File: src/rtl/core/slpd_pkg.sv
// shared types and constants for the short/long press decoder
// no dependencies

package slpd_pkg;

  localparam int unsigned LEVEL_W       = 4;     // width of the switch level field
  localparam int unsigned TIME_W        = 32;    // millisecond timestamp width
  localparam int unsigned THR_W         = 16;    // threshold register width
  localparam int unsigned EVT_W         = 4;     // event code width
  localparam int unsigned NUM_SW_DEF    = 4;
  localparam int unsigned APB_DATA_W    = 32;
  localparam int unsigned APB_ADDR_W    = 2;

  localparam logic [THR_W-1:0]      THR_RESET = 16'd3000;
  localparam logic [APB_ADDR_W-1:0] ADDR_THR  = 2'd0;
  localparam logic [EVT_W-1:0]      EVT_NONE  = 4'd0;

  // per-switch event flags for one poll
  typedef struct packed {
    logic short_hit;
    logic long_hit;
  } sw_hit_t;

endpackage

File: src/rtl/core/slpd_chan.sv
// press tracker for a single switch: pressed flag, start time, long-issued flag
// depends on slpd_pkg

module slpd_chan (
  input  logic                        clk,
  input  logic                        rst,
  input  logic                        en,
  input  logic                        down,
  input  logic [slpd_pkg::TIME_W-1:0] now,
  input  logic [slpd_pkg::THR_W-1:0]  thr,
  output slpd_pkg::sw_hit_t           hit
);
  import slpd_pkg::*;

  logic              active;
  logic              sent;
  logic [TIME_W-1:0] start;
  logic              active_next;
  logic              sent_next;
  logic [TIME_W-1:0] held;
  logic              held_long;

  // elapsed time wraps modulo 2^32
  assign held      = now - start;
  assign held_long = held >= {{(TIME_W-THR_W){1'b0}}, thr};

  always_comb begin
    active_next   = active;
    sent_next     = sent;
    hit.short_hit = 1'b0;
    hit.long_hit  = 1'b0;
    if (down && !active) begin
      active_next = 1'b1;
      sent_next   = 1'b0;
    end else if (!down && active) begin
      hit.short_hit = !sent;
      active_next   = 1'b0;
      sent_next     = 1'b0;
    end else if (down && !sent && held_long) begin
      hit.long_hit = 1'b1;
      sent_next    = 1'b1;
    end
  end

  always_ff @(posedge clk) begin
    if (rst) begin
      active <= 1'b0;
      sent   <= 1'b0;
      start  <= '0;
    end else if (en) begin
      active <= active_next;
      sent   <= sent_next;
      if (down && !active) begin
        start <= now;
      end
    end
  end

endmodule

File: src/rtl/core/short_long_press_decoder_core.sv
// top level of the short/long press decoder: input register, per-switch trackers,
// highest-switch priority select and result register; depends on slpd_pkg, slpd_chan
//
//  channel | handshake          | payload
//  --------+--------------------+-----------------------------
//  poll in | in_valid/in_stall  | switch_levels, now_ms
//  event   | out_valid/out_stall| button_event
//  config  | apb psel/penable   | paddr, pwdata, prdata
//
// one poll per cycle while the result is not stalled; a poll passes the input register, then the result register
// the trackers update in the cycle a registered poll moves into the result register
// synchronous reset clears all press state and loads the threshold with 3000 ms
// a stalled result freezes the result register and a full input stage; in_stall rises only when the input stage is full

module short_long_press_decoder_core #(
  parameter int unsigned NUM_SWITCHES = slpd_pkg::NUM_SW_DEF
) (
  input  logic                            clk,
  input  logic                            rst,
  input  logic                            in_valid,
  output logic                            in_stall,
  input  logic [slpd_pkg::LEVEL_W-1:0]    switch_levels,
  input  logic [slpd_pkg::TIME_W-1:0]     now_ms,
  output logic                            out_valid,
  input  logic                            out_stall,
  output logic [slpd_pkg::EVT_W-1:0]      button_event,
  input  logic                            psel,
  input  logic                            penable,
  input  logic                            pwrite,
  input  logic [slpd_pkg::APB_ADDR_W-1:0] paddr,
  input  logic [slpd_pkg::APB_DATA_W-1:0] pwdata,
  output logic [slpd_pkg::APB_DATA_W-1:0] prdata,
  output logic                            pready
);
  import slpd_pkg::*;

  logic               s1_valid;
  logic [LEVEL_W-1:0] s1_levels;
  logic [TIME_W-1:0]  s1_now;
  logic [THR_W-1:0]   thr;
  logic               adv;
  logic               proc;
  logic               s1_load;
  sw_hit_t            hits [NUM_SWITCHES];
  logic [EVT_W-1:0]   evt_next;

  // apb register
  assign pready = 1'b1;
  assign prdata = (paddr == ADDR_THR) ? {{(APB_DATA_W-THR_W){1'b0}}, thr} : '0;

  always_ff @(posedge clk) begin
    if (rst) begin
      thr <= THR_RESET;
    end else if (psel && penable && pwrite && pready && (paddr == ADDR_THR)) begin
      thr <= pwdata[THR_W-1:0];
    end
  end

  // pipeline control
  assign adv      = !out_valid || !out_stall;
  assign proc     = s1_valid && adv;
  assign in_stall = s1_valid && !adv;
  assign s1_load  = in_valid && !in_stall;

  always_ff @(posedge clk) begin
    if (rst) begin
      s1_valid <= 1'b0;
    end else if (adv || !s1_valid) begin
      s1_valid <= in_valid;
    end
  end

  always_ff @(posedge clk) begin
    if (s1_load) begin
      s1_levels <= switch_levels;
      s1_now    <= now_ms;
    end
  end

  // one tracker per switch; switches past the level field stay released
  for (genvar k = 0; k < NUM_SWITCHES; k++) begin : g_sw
    logic down;
    if (k < LEVEL_W) begin : g_in
      assign down = s1_levels[k];
    end else begin : g_off
      assign down = 1'b0;
    end
    slpd_chan u_chan (
      .clk  (clk),
      .rst  (rst),
      .en   (proc),
      .down (down),
      .now  (s1_now),
      .thr  (thr),
      .hit  (hits[k])
    );
  end

  // highest-numbered switch wins
  always_comb begin
    evt_next = EVT_NONE;
    for (int k = 0; k < NUM_SWITCHES; k++) begin
      if (hits[k].short_hit) begin
        evt_next = EVT_W'(1 + k);
      end else if (hits[k].long_hit) begin
        evt_next = EVT_W'(1 + NUM_SWITCHES + k);
      end
    end
  end

  always_ff @(posedge clk) begin
    if (rst) begin
      out_valid <= 1'b0;
    end else if (adv) begin
      out_valid <= s1_valid;
    end
  end

  always_ff @(posedge clk) begin
    if (proc) begin
      button_event <= evt_next;
    end
  end

`ifndef SYNTHESIS
  a_no_stall_when_empty: assert property (@(posedge clk) disable iff (rst)
    !out_valid |-> !in_stall)
    else $error("input stalled while result register empty");

  a_poll_reaches_output: assert property (@(posedge clk) disable iff (rst)
    proc |=> out_valid)
    else $error("processed poll did not produce a result");

  a_result_held: assert property (@(posedge clk) disable iff (rst)
    (out_valid && out_stall) |=> (out_valid && $stable(button_event)))
    else $error("stalled result changed");

  a_thr_reset: assert property (@(posedge clk)
    rst |=> (thr == THR_RESET))
    else $error("threshold not at reset value");
`endif

endmodule
File: config.mk
export PLATFORM = sky130hd
export DESIGN_NAME = short_long_press_decoder_core
export DESIGN_NICKNAME = d
export VERILOG_FILES = /design/src/rtl/core/slpd_pkg.sv /design/src/rtl/core/slpd_chan.sv /design/src/rtl/core/short_long_press_decoder_core.sv
export SDC_FILE = /design/constraint.sdc
export NUM_CORES = 1
export LEC_CHECK = 0
export ABC_AREA = 0
export ABC_CLOCK_PERIOD_IN_PS = 5300
export BUFFER_PORTS_ARGS = -buffer_cell sky130_fd_sc_hd__buf_4
export CORE_AREA = 2 2 171 173
export DETAILED_ROUTE_END_ITERATION = 8
export DIE_AREA = 0 0 173 175
export PLACE_DENSITY = 0.85
export SLEW_MARGIN = 10
export SYNTH_ARGS = -nofsm -noshare
export SYNTH_HDL_FRONTEND = slang
export SYNTH_HIERARCHICAL = 1
export SYNTH_SLANG_ARGS = --single-unit
File: constraint.sdc
create_clock -name clk -period 5.3 [get_ports clk]
set_clock_uncertainty 0.1 [all_clocks]
set_input_delay 0.53 -clock clk [delete_from_list [all_inputs] [get_ports clk]]
set_output_delay 0.53 -clock clk [all_outputs]
set_load 0.1 [all_outputs]
==> metrics, run 1 <==
status=finished clean; 1st-pass router iterations=6; register area=about 4300 um^2; largest net degree at the start of global routing=87; placed cells=~2700; Die Wd=between 150 and 200 um; H-tree Lvls=4; die area=roughly 30000 um^2; worst skew pair latency=between 0.4 and 0.5 ns; first-pass GRT wire length=84900 um; clock sinks=194; placed wire-length estimate=just over 40000 um; Final Setup Violations=0; Clk pin slew, worst setup/hold paths=about 0.08 ns; setup_tns=0 ns; total power=approximately 4.4 mW; leakage dissipation=about 7.6 nW; row count=62; Antenna diodes=0; Setup crit end kind=flop; CP arrival=5.17 ns; Post-Syn Area=17600 um^2; total global routing track utilization=35.0%; Max Cap Viol=0; Slew Viols, Final=0; Worst-Margin Slew=1.27 ns; Max-slew headroom=between 10% and 20%; worst vdd ir=about 0.19 mV; GRT Residual Overflow=0; fill cell count=~2400; Antenna Nets Post-Route=0; CP max FO=5; total number of vias=about 17000; Post-CTS Hold Buffers=0; worst path required time=between 5 and 6 ns; layout cell share with drive strength beyond 1=around 10%; WL final=54600 um; worst hold path class=in -> reg; CORE AREA=28400 um^2; PwrDens=~230 nW/um^2; CTS tree=built; syn_area_per_cell=~7.5 um^2; CP Class=reg -> reg; register bit total from synthesis=194; Tmin final=slightly above 5 ns; sequential area share after synthesis=between 20% and 30%; chip height=about 180 um; Unique masters post-synth=approximately 100; drt wl/cell=about 20 um; antenna violations before repair=1; final hold vios=0; Num CTS Buffers=17; # IOs=~120; routed vias/inst=6.25; Initial Util=between 60 and 70%; nets@finish=between 2000 and 3000; Tcrit/Tclk final=a little over nine tenths; routability cong.=between 1 and 1.5; root buf cell=clkbuf_16; Top FF cell, synth=dfxtp_1; CTS Buffer Depth=2; vias in the first global route=16232; Worst setup SP type=flop; Cells after Synth=approximately 2300; Syn-to-layout area delta=8.34%; fmax=0.197 GHz; Non-Filler Instances=2788; Syn. warnings=6; Post-synth ARST share=0%; footprint of the multi-input gates=approximately 12000 um^2; drt first-iter violations=between 1000 and 1500; I/O Buffers=82; DRC Markers=0; Post-synth EDFFs=40
state kept, by name (all words and copies together), names as in the netlist:
| name | flops |
|---|---|
| s1_levels | 4 |
| g_sw.u_chan/active | 4 |
| button_event | 4 |
| out_valid | 1 |
| s1_now | 32 |
| g_sw.u_chan/sent | 4 |
| thr | 16 |
| g_sw.u_chan/start | 128 |
| s1_valid | 1 |
synthesized netlist by cell type, types with 37 or more instances:
| master | number | share of area (%) |
|---|---|---|
| nand3_1 | 46 | 1.3 |
| o21a_1 | 38 | 1.6 |
| nand4_1 | 37 | 1.3 |
| inv_1 | 223 | 4.8 |
| a21oi_1 | 283 | 8.0 |
| ha_1 | 196 | 14 |
| xnor2_1 | 43 | 2.1 |
| clkbuf_1 | 68 | 1.4 |
| nor3_1 | 51 | 1.4 |
| dfxtp_1 | 154 | 17 |
| a21o_1 | 53 | 2.3 |
| o21ai_0 | 73 | 2.1 |
| nand2_1 | 388 | 8.3 |
| nor2_1 | 134 | 2.9 |
| edfxtp_1 | 40 | 6.8 |
through the flow:
stage / worst slack (ns) / hold WS [ns] / util [%] / instance area, um^2
floorplan: 0.663 / 0.333 / - / 17700
global placement: 0.0825 / 0.342 / 64.7 / 18400
detailed placement: -0.0486 / 0.346 / 64.7 / 18400
CTS: 0.0174 / 0.134 / 66.7 / 18900
global route: -0.0442 / 0.137 / 67.2 / 19100
finish: 0.212 / 0.146 / 67.2 / 19100
power by group:
part           switching, mW  internal [mW]
clock                  0.642          0.623
sequential            0.0794           1.57
combinational          0.940          0.563
total                   1.66           2.75
per-layer routing:
metal | global-route usage, % | part of all wire (%) | vias to the layer above
li1 | - | - | 8352
met1 | 44.1 | 41 | 8161
met2 | 58.4 | 46 | 760
met3 | 5.81 | 8.4 | 150
met4 | 17.2 | 5.1 | 0
met5 | 0 | 0 | -
final timing paths:
| path | start | endpoint | slack, ns | depth (start not counted) |
|---|---|---|---|---|
| setup reg to reg | s1_now[4]$_DFFE_PP_ | button_event[0]$_SDFFCE_PP0P_ | 0.21 | 17 |
| hold / removal | switch_levels[2] | s1_levels[2]$_DFFE_PP_ | 0.15 | 1 |
| hold reg to reg | g_sw[0].u_chan/start[26]$_SDFFE_PP0P_ | g_sw[0].u_chan/start[26]$_SDFFE_PP0P_ | 0.36 | 2 |
| setup / recovery | s1_now[4]$_DFFE_PP_ | button_event[0]$_SDFFCE_PP0P_ | 0.21 | 17 |
logic make-up (layout without fill, tap and decap cells):
group | count (synthesis) | in the layout | synth area share (%)
and+or+nand+nor | 822 | 822 | 21.8
AOI/OAI and AO/OA | 672 | 672 | 24.9
buffers and inverters | 346 | 390 | 8.91
adders and majority gates | 200 | 200 | 14.4
DFF | 194 | 194 | 24.3
xor gates and xnor gates | 74 | 74 | 3.68
muxes | 35 | 35 | 2.02
other | 2 | 17 | 0.0426
what timing repair did:
action	in CTS	in global routing
setup endpoints to repair	1	3
pin swaps	0	10
setup buffers	0	12
resized for setup	2	19
layout by cell type, fill, tap and decap left out, types with 23 or more instances in the layout:
| master | Yosys | routed |
|---|---|---|
| edfxtp_1 | 40 | 40 |
| nand4_1 | 37 | 37 |
| a211oi_1 | 30 | 29 |
| dfxtp_1 | 154 | 154 |
| nand3_1 | 46 | 46 |
| o21ai_0 | 73 | 69 |
| xnor2_1 | 43 | 43 |
| inv_1 | 223 | 223 |
| a21oi_1 | 283 | 280 |
| nand2b_1 | 31 | 31 |
| and3_1 | 23 | 23 |
| mux2i_1 | 31 | 31 |
| a21o_1 | 53 | 53 |
| and2_1 | 24 | 23 |
| nor2_1 | 134 | 134 |
| nor3_1 | 51 | 51 |
| o21a_1 | 38 | 38 |
| buf_4 | 18 | 134 |
| nand2_1 | 388 | 388 |
| ha_1 | 196 | 196 |
| xor2_1 | 31 | 31 |
worst max-delay path, stage by stage, from the launching register on:
cell       delay [ns]
edfxtp_1         0.45
ha_1             0.41
a21o_1           0.20
a31o_2           0.26
o2111a_1         0.31
o31ai_2          0.26
nor2b_2          0.19
xnor2_1          0.08
ha_1             0.21
o31ai_1          0.29
o221ai_1         0.19
or4_1            0.55
a2111oi_4        0.29
nand4_1          0.20
a2111oi_4        0.40
a21oi_2          0.15
o21ai_1          0.18
a211oi_2         0.09
layout make-up:
type | count | share of cell area [%]
Inverter | 223 | 4.38
Clock inverter | 15 | 0.701
Timing Repair Buffer | 135 | 5.30
Multi-Input combinational cell | 1820 | 62.4
Clock buffer | 17 | 2.23
Tap cell | 384 | 2.52
Sequential cell | 194 | 22.4
Power figures use the tool's default switching activity.
==> inputs of run 2 (changes only) <==
--- a/config.mk
+++ b/config.mk
@@ -5,12 +5,12 @@
 export SDC_FILE = /design/constraint.sdc
 export NUM_CORES = 1
 export LEC_CHECK = 0
-export ABC_AREA = 0
+export ABC_AREA = 1
 export ABC_CLOCK_PERIOD_IN_PS = 5300
 export BUFFER_PORTS_ARGS = -buffer_cell sky130_fd_sc_hd__buf_4
-export CORE_AREA = 2 2 171 173
+export CORE_AREA = 2 2 180 182
 export DETAILED_ROUTE_END_ITERATION = 8
-export DIE_AREA = 0 0 173 175
+export DIE_AREA = 0 0 182 184
 export PLACE_DENSITY = 0.85
 export SLEW_MARGIN = 10
 export SYNTH_ARGS = -nofsm -noshare
==> metrics, run 2 <==
Post-Syn Area=19500 um^2 (was 17600 um^2); fill cell count=2975 (was 2413); Cells after Synth=3291 (was 2345); I/O Buffers=82 (unchanged); Antenna Nets Post-Route=0 (unchanged); H-tree Lvls=4 (unchanged); register bit total from synthesis=194 (unchanged); critical path's top delay family=simple AND/OR/NAND/NOR gates (was compound AO/OA/AOI/OAI gates); Critical-path top delay cell=edfxtp_1 (was or4_1); footprint of the multi-input gates=12100 um^2 (was 11900 um^2); CP arrival=4.45 ns (was 5.17 ns); met1 Resource Use GR=46.1% (was 44.1%); Unique masters post-synth=41 (was 104); DRC Markers=0 (unchanged); Post-synth ARST share=0% (unchanged); root buf cell=clkbuf_16 (unchanged); worst hold path class=in -> reg (unchanged); Max-slew headroom=26.6% (was 15.4%); Top FF cell, synth=dfxtp_1 (unchanged); Die Wd=182 um (was 173 um); Post-synth EDFFs=40 (unchanged); vias in the first global route=18125 (was 16232); clock sinks=194 (unchanged); worst skew pair latency=0.47 ns (was 0.45 ns); CP Class=reg -> reg (unchanged); total number of vias=19723 (was 17423); met3 GRT Util=4.69% (was 5.81%); Antenna diodes=0 (unchanged); routed vias/inst=5.23 (was 6.25); worst setup margin=1.09 ns (was 0.212 ns); CTS tree=built (unchanged); 1st-pass router iterations=6 (unchanged); Tmin final=4.21 ns (was 5.09 ns); nets@finish=3633 (was 2668); Setup crit end kind=flop (unchanged); layout cell share with drive strength beyond 1=8.93% (was 9.94%); register area=4280 um^2 (unchanged); chip height=184 um (was 175 um); status=finished clean (unchanged); unrepaired setup endpoints after global routing=no; # IOs=116 (unchanged); die area=33500 um^2 (was 30300 um^2); Clk pin slew, worst setup/hold paths=0.09 ns (was 0.08 ns); GRT Residual Overflow=0 (unchanged); drt wl/cell=15.1 um (was 19.6 um); first-pass GRT wire length=90700 um (was 84900 um); Biggest register=g_sw.u_chan/start (unchanged); row count=65 (was 62); cell taking the most area after synthesis=nand2_1 (was dfxtp_1); Initial Util=62.2% (was 62.1%); Crit path largest cell delay=0.63 ns (was 0.55 ns); largest registers=g_sw.u_chan/start: 128 flops, s1_now: 32 flops, thr: 16 flops (unchanged); setup_tns=0 ns (unchanged); worst path required time=5.54 ns (was 5.38 ns); synth top area cells=nand2_1, dfxtp_1, inv_1 (was dfxtp_1, ha_1, nand2_1); antenna violations before repair=0 (was 1); fmax=0.238 GHz (was 0.197 GHz); PwrDens=240 nW/um^2 (was 231 nW/um^2); Post-CTS Setup Bufs=0 (unchanged); Max Cap Viol=0 (unchanged); area post-placement=20500 um^2 (was 18400 um^2); max FFs per register=128 (unchanged); worst vdd ir=0.254 mV (was 0.189 mV); CORE AREA=31400 um^2 (was 28400 um^2); leading cell type in the layout, fill and taps excluded=nand2_1 (unchanged); worst path buffer plus inverter count=2 (was 0); largest net degree at the start of global routing=63 (was 87); drt first-iter violations=1672 (was 1482); Num CTS Buffers=17 (unchanged); CTS Buffer Depth=2 (unchanged); cell area after layout=21100 um^2 (was 19100 um^2); WL final=56800 um (was 54600 um); GRT met2 Usage=55.2% (was 58.4%); count leader, synth=nand2_1 (unchanged); busiest grt layer=met2 (unchanged); final hold vios=0 (unchanged); cell mode on critical path=nand2_1; CP max FO=8 (was 5); Syn. warnings=6 (unchanged); Worst setup SP type=flop (unchanged); sequential area share after synthesis=21.9% (was 24.3%); leakage dissipation=12.0 nW (was 7.60 nW); total global routing track utilization=34.3% (was 35.0%); Post-CTS Hold Buffers=0 (unchanged); Post-synth top cells=nand2_1, inv_1, a21oi_1 (was nand2_1, a21oi_1, inv_1); top cell type's share of synthesized area=20.1% (was 17.5%); routability cong.=0.994 (was 1.01); post-CTS sizing=0 (was 2); syn_area_per_cell=5.94 um^2 (was 7.51 um^2); Slew Viols, Final=0 (unchanged); pre-CTS setup slack=1.22 ns (was -0.0486 ns); most frequent cells in the layout=nand2_1, inv_1, a21oi_1 (was nand2_1, a21oi_1, inv_1); Tcrit/Tclk final=79.3% (was 96.0%); placed wire-length estimate=45300 um (was 40800 um); Final Setup Violations=0 (unchanged); Worst-Margin Slew=1.10 ns (was 1.27 ns); Syn-to-layout area delta=7.85% (was 8.34%)
[run 2: cell count changes in the layout (fill, tap and decap cells not counted), sizes merged, moves of 43 or more]
cell,previous run,this run
o21ai,93,136
nand2,390,1124
buf,134,88
nor2,135,281
a21oi,288,232
inv,234,779
nand3,46,124
a21o,54,2
[run 2: metrics by stage]
step | instances | power (mW) | hold slack (ns) | util, %
after floorplan | 3306 | 3.22 | 0.333 | -
after global placement | 3739 | 3.63 | 0.343 | 65.2
after detailed placement | 3739 | 3.69 | 0.351 | 65.2
after CTS | 3771 | 5.06 | 0.108 | 67.1
after global routing | 3771 | 5.41 | 0.119 | 67.1
final | 3771 | 5.07 | 0.132 | 67.1
[run 2: area by class of cell]
type                       instances  share of cell area, %
multi-input combinational       2284                   57.5
sequential                       194                   20.3
inverter                         771                   13.7
timing repair buffer              88                   3.14
tap                              402                   2.39
clock buffer                      17                   2.02
clock inverter                    15                  0.867
[run 2: power by group]
part / internal [mW] / total, mW / leakage (nW) / switching, mW
sequential: 1.59 / 1.69 / 1.65 / 0.0960
combinational: 0.689 / 2.02 / 10.0 / 1.33
clock: 0.645 / 1.36 / 0.296 / 0.716
total: 2.92 / 5.07 / 12.0 / 2.14
[run 2: cell families (layout without fill, tap and decap cells)]
logic type / after synthesis / count (layout) / share of synthesized area, %
compound gates: 388 / 388 / 10.3
flops: 194 / 194 / 21.9
buf+inv: 828 / 891 / 16.3
simple gates: 1619 / 1619 / 35.8
xor+xnor: 60 / 60 / 2.69
other cells: 2 / 17 / 0.0384
fa+ha+maj: 200 / 200 / 13.0
[run 2: metal layers]
metal | up-vias | routed length (um)
met3 | 124 | 4260
met1 | 8802 | 25900
met2 | 678 | 24200
li1 | 10119 | -
met4 | 0 | 2460
met5 | - | 0
[run 2: worst paths after layout]
check                                         from                               endpoint  slack, ns  cells past startpoint
max                           s1_now[10]$_DFFE_PP_          button_event[2]$_SDFFCE_PP1P_       1.09                     26
min                               switch_levels[0]                 s1_levels[0]$_DFFE_PP_       0.13                      1
max reg2reg                   s1_now[10]$_DFFE_PP_          button_event[2]$_SDFFCE_PP1P_       1.09                     26
min reg2reg  g_sw[1].u_chan/start[28]$_SDFFE_PP0P_  g_sw[1].u_chan/start[28]$_SDFFE_PP0P_       0.36                      2
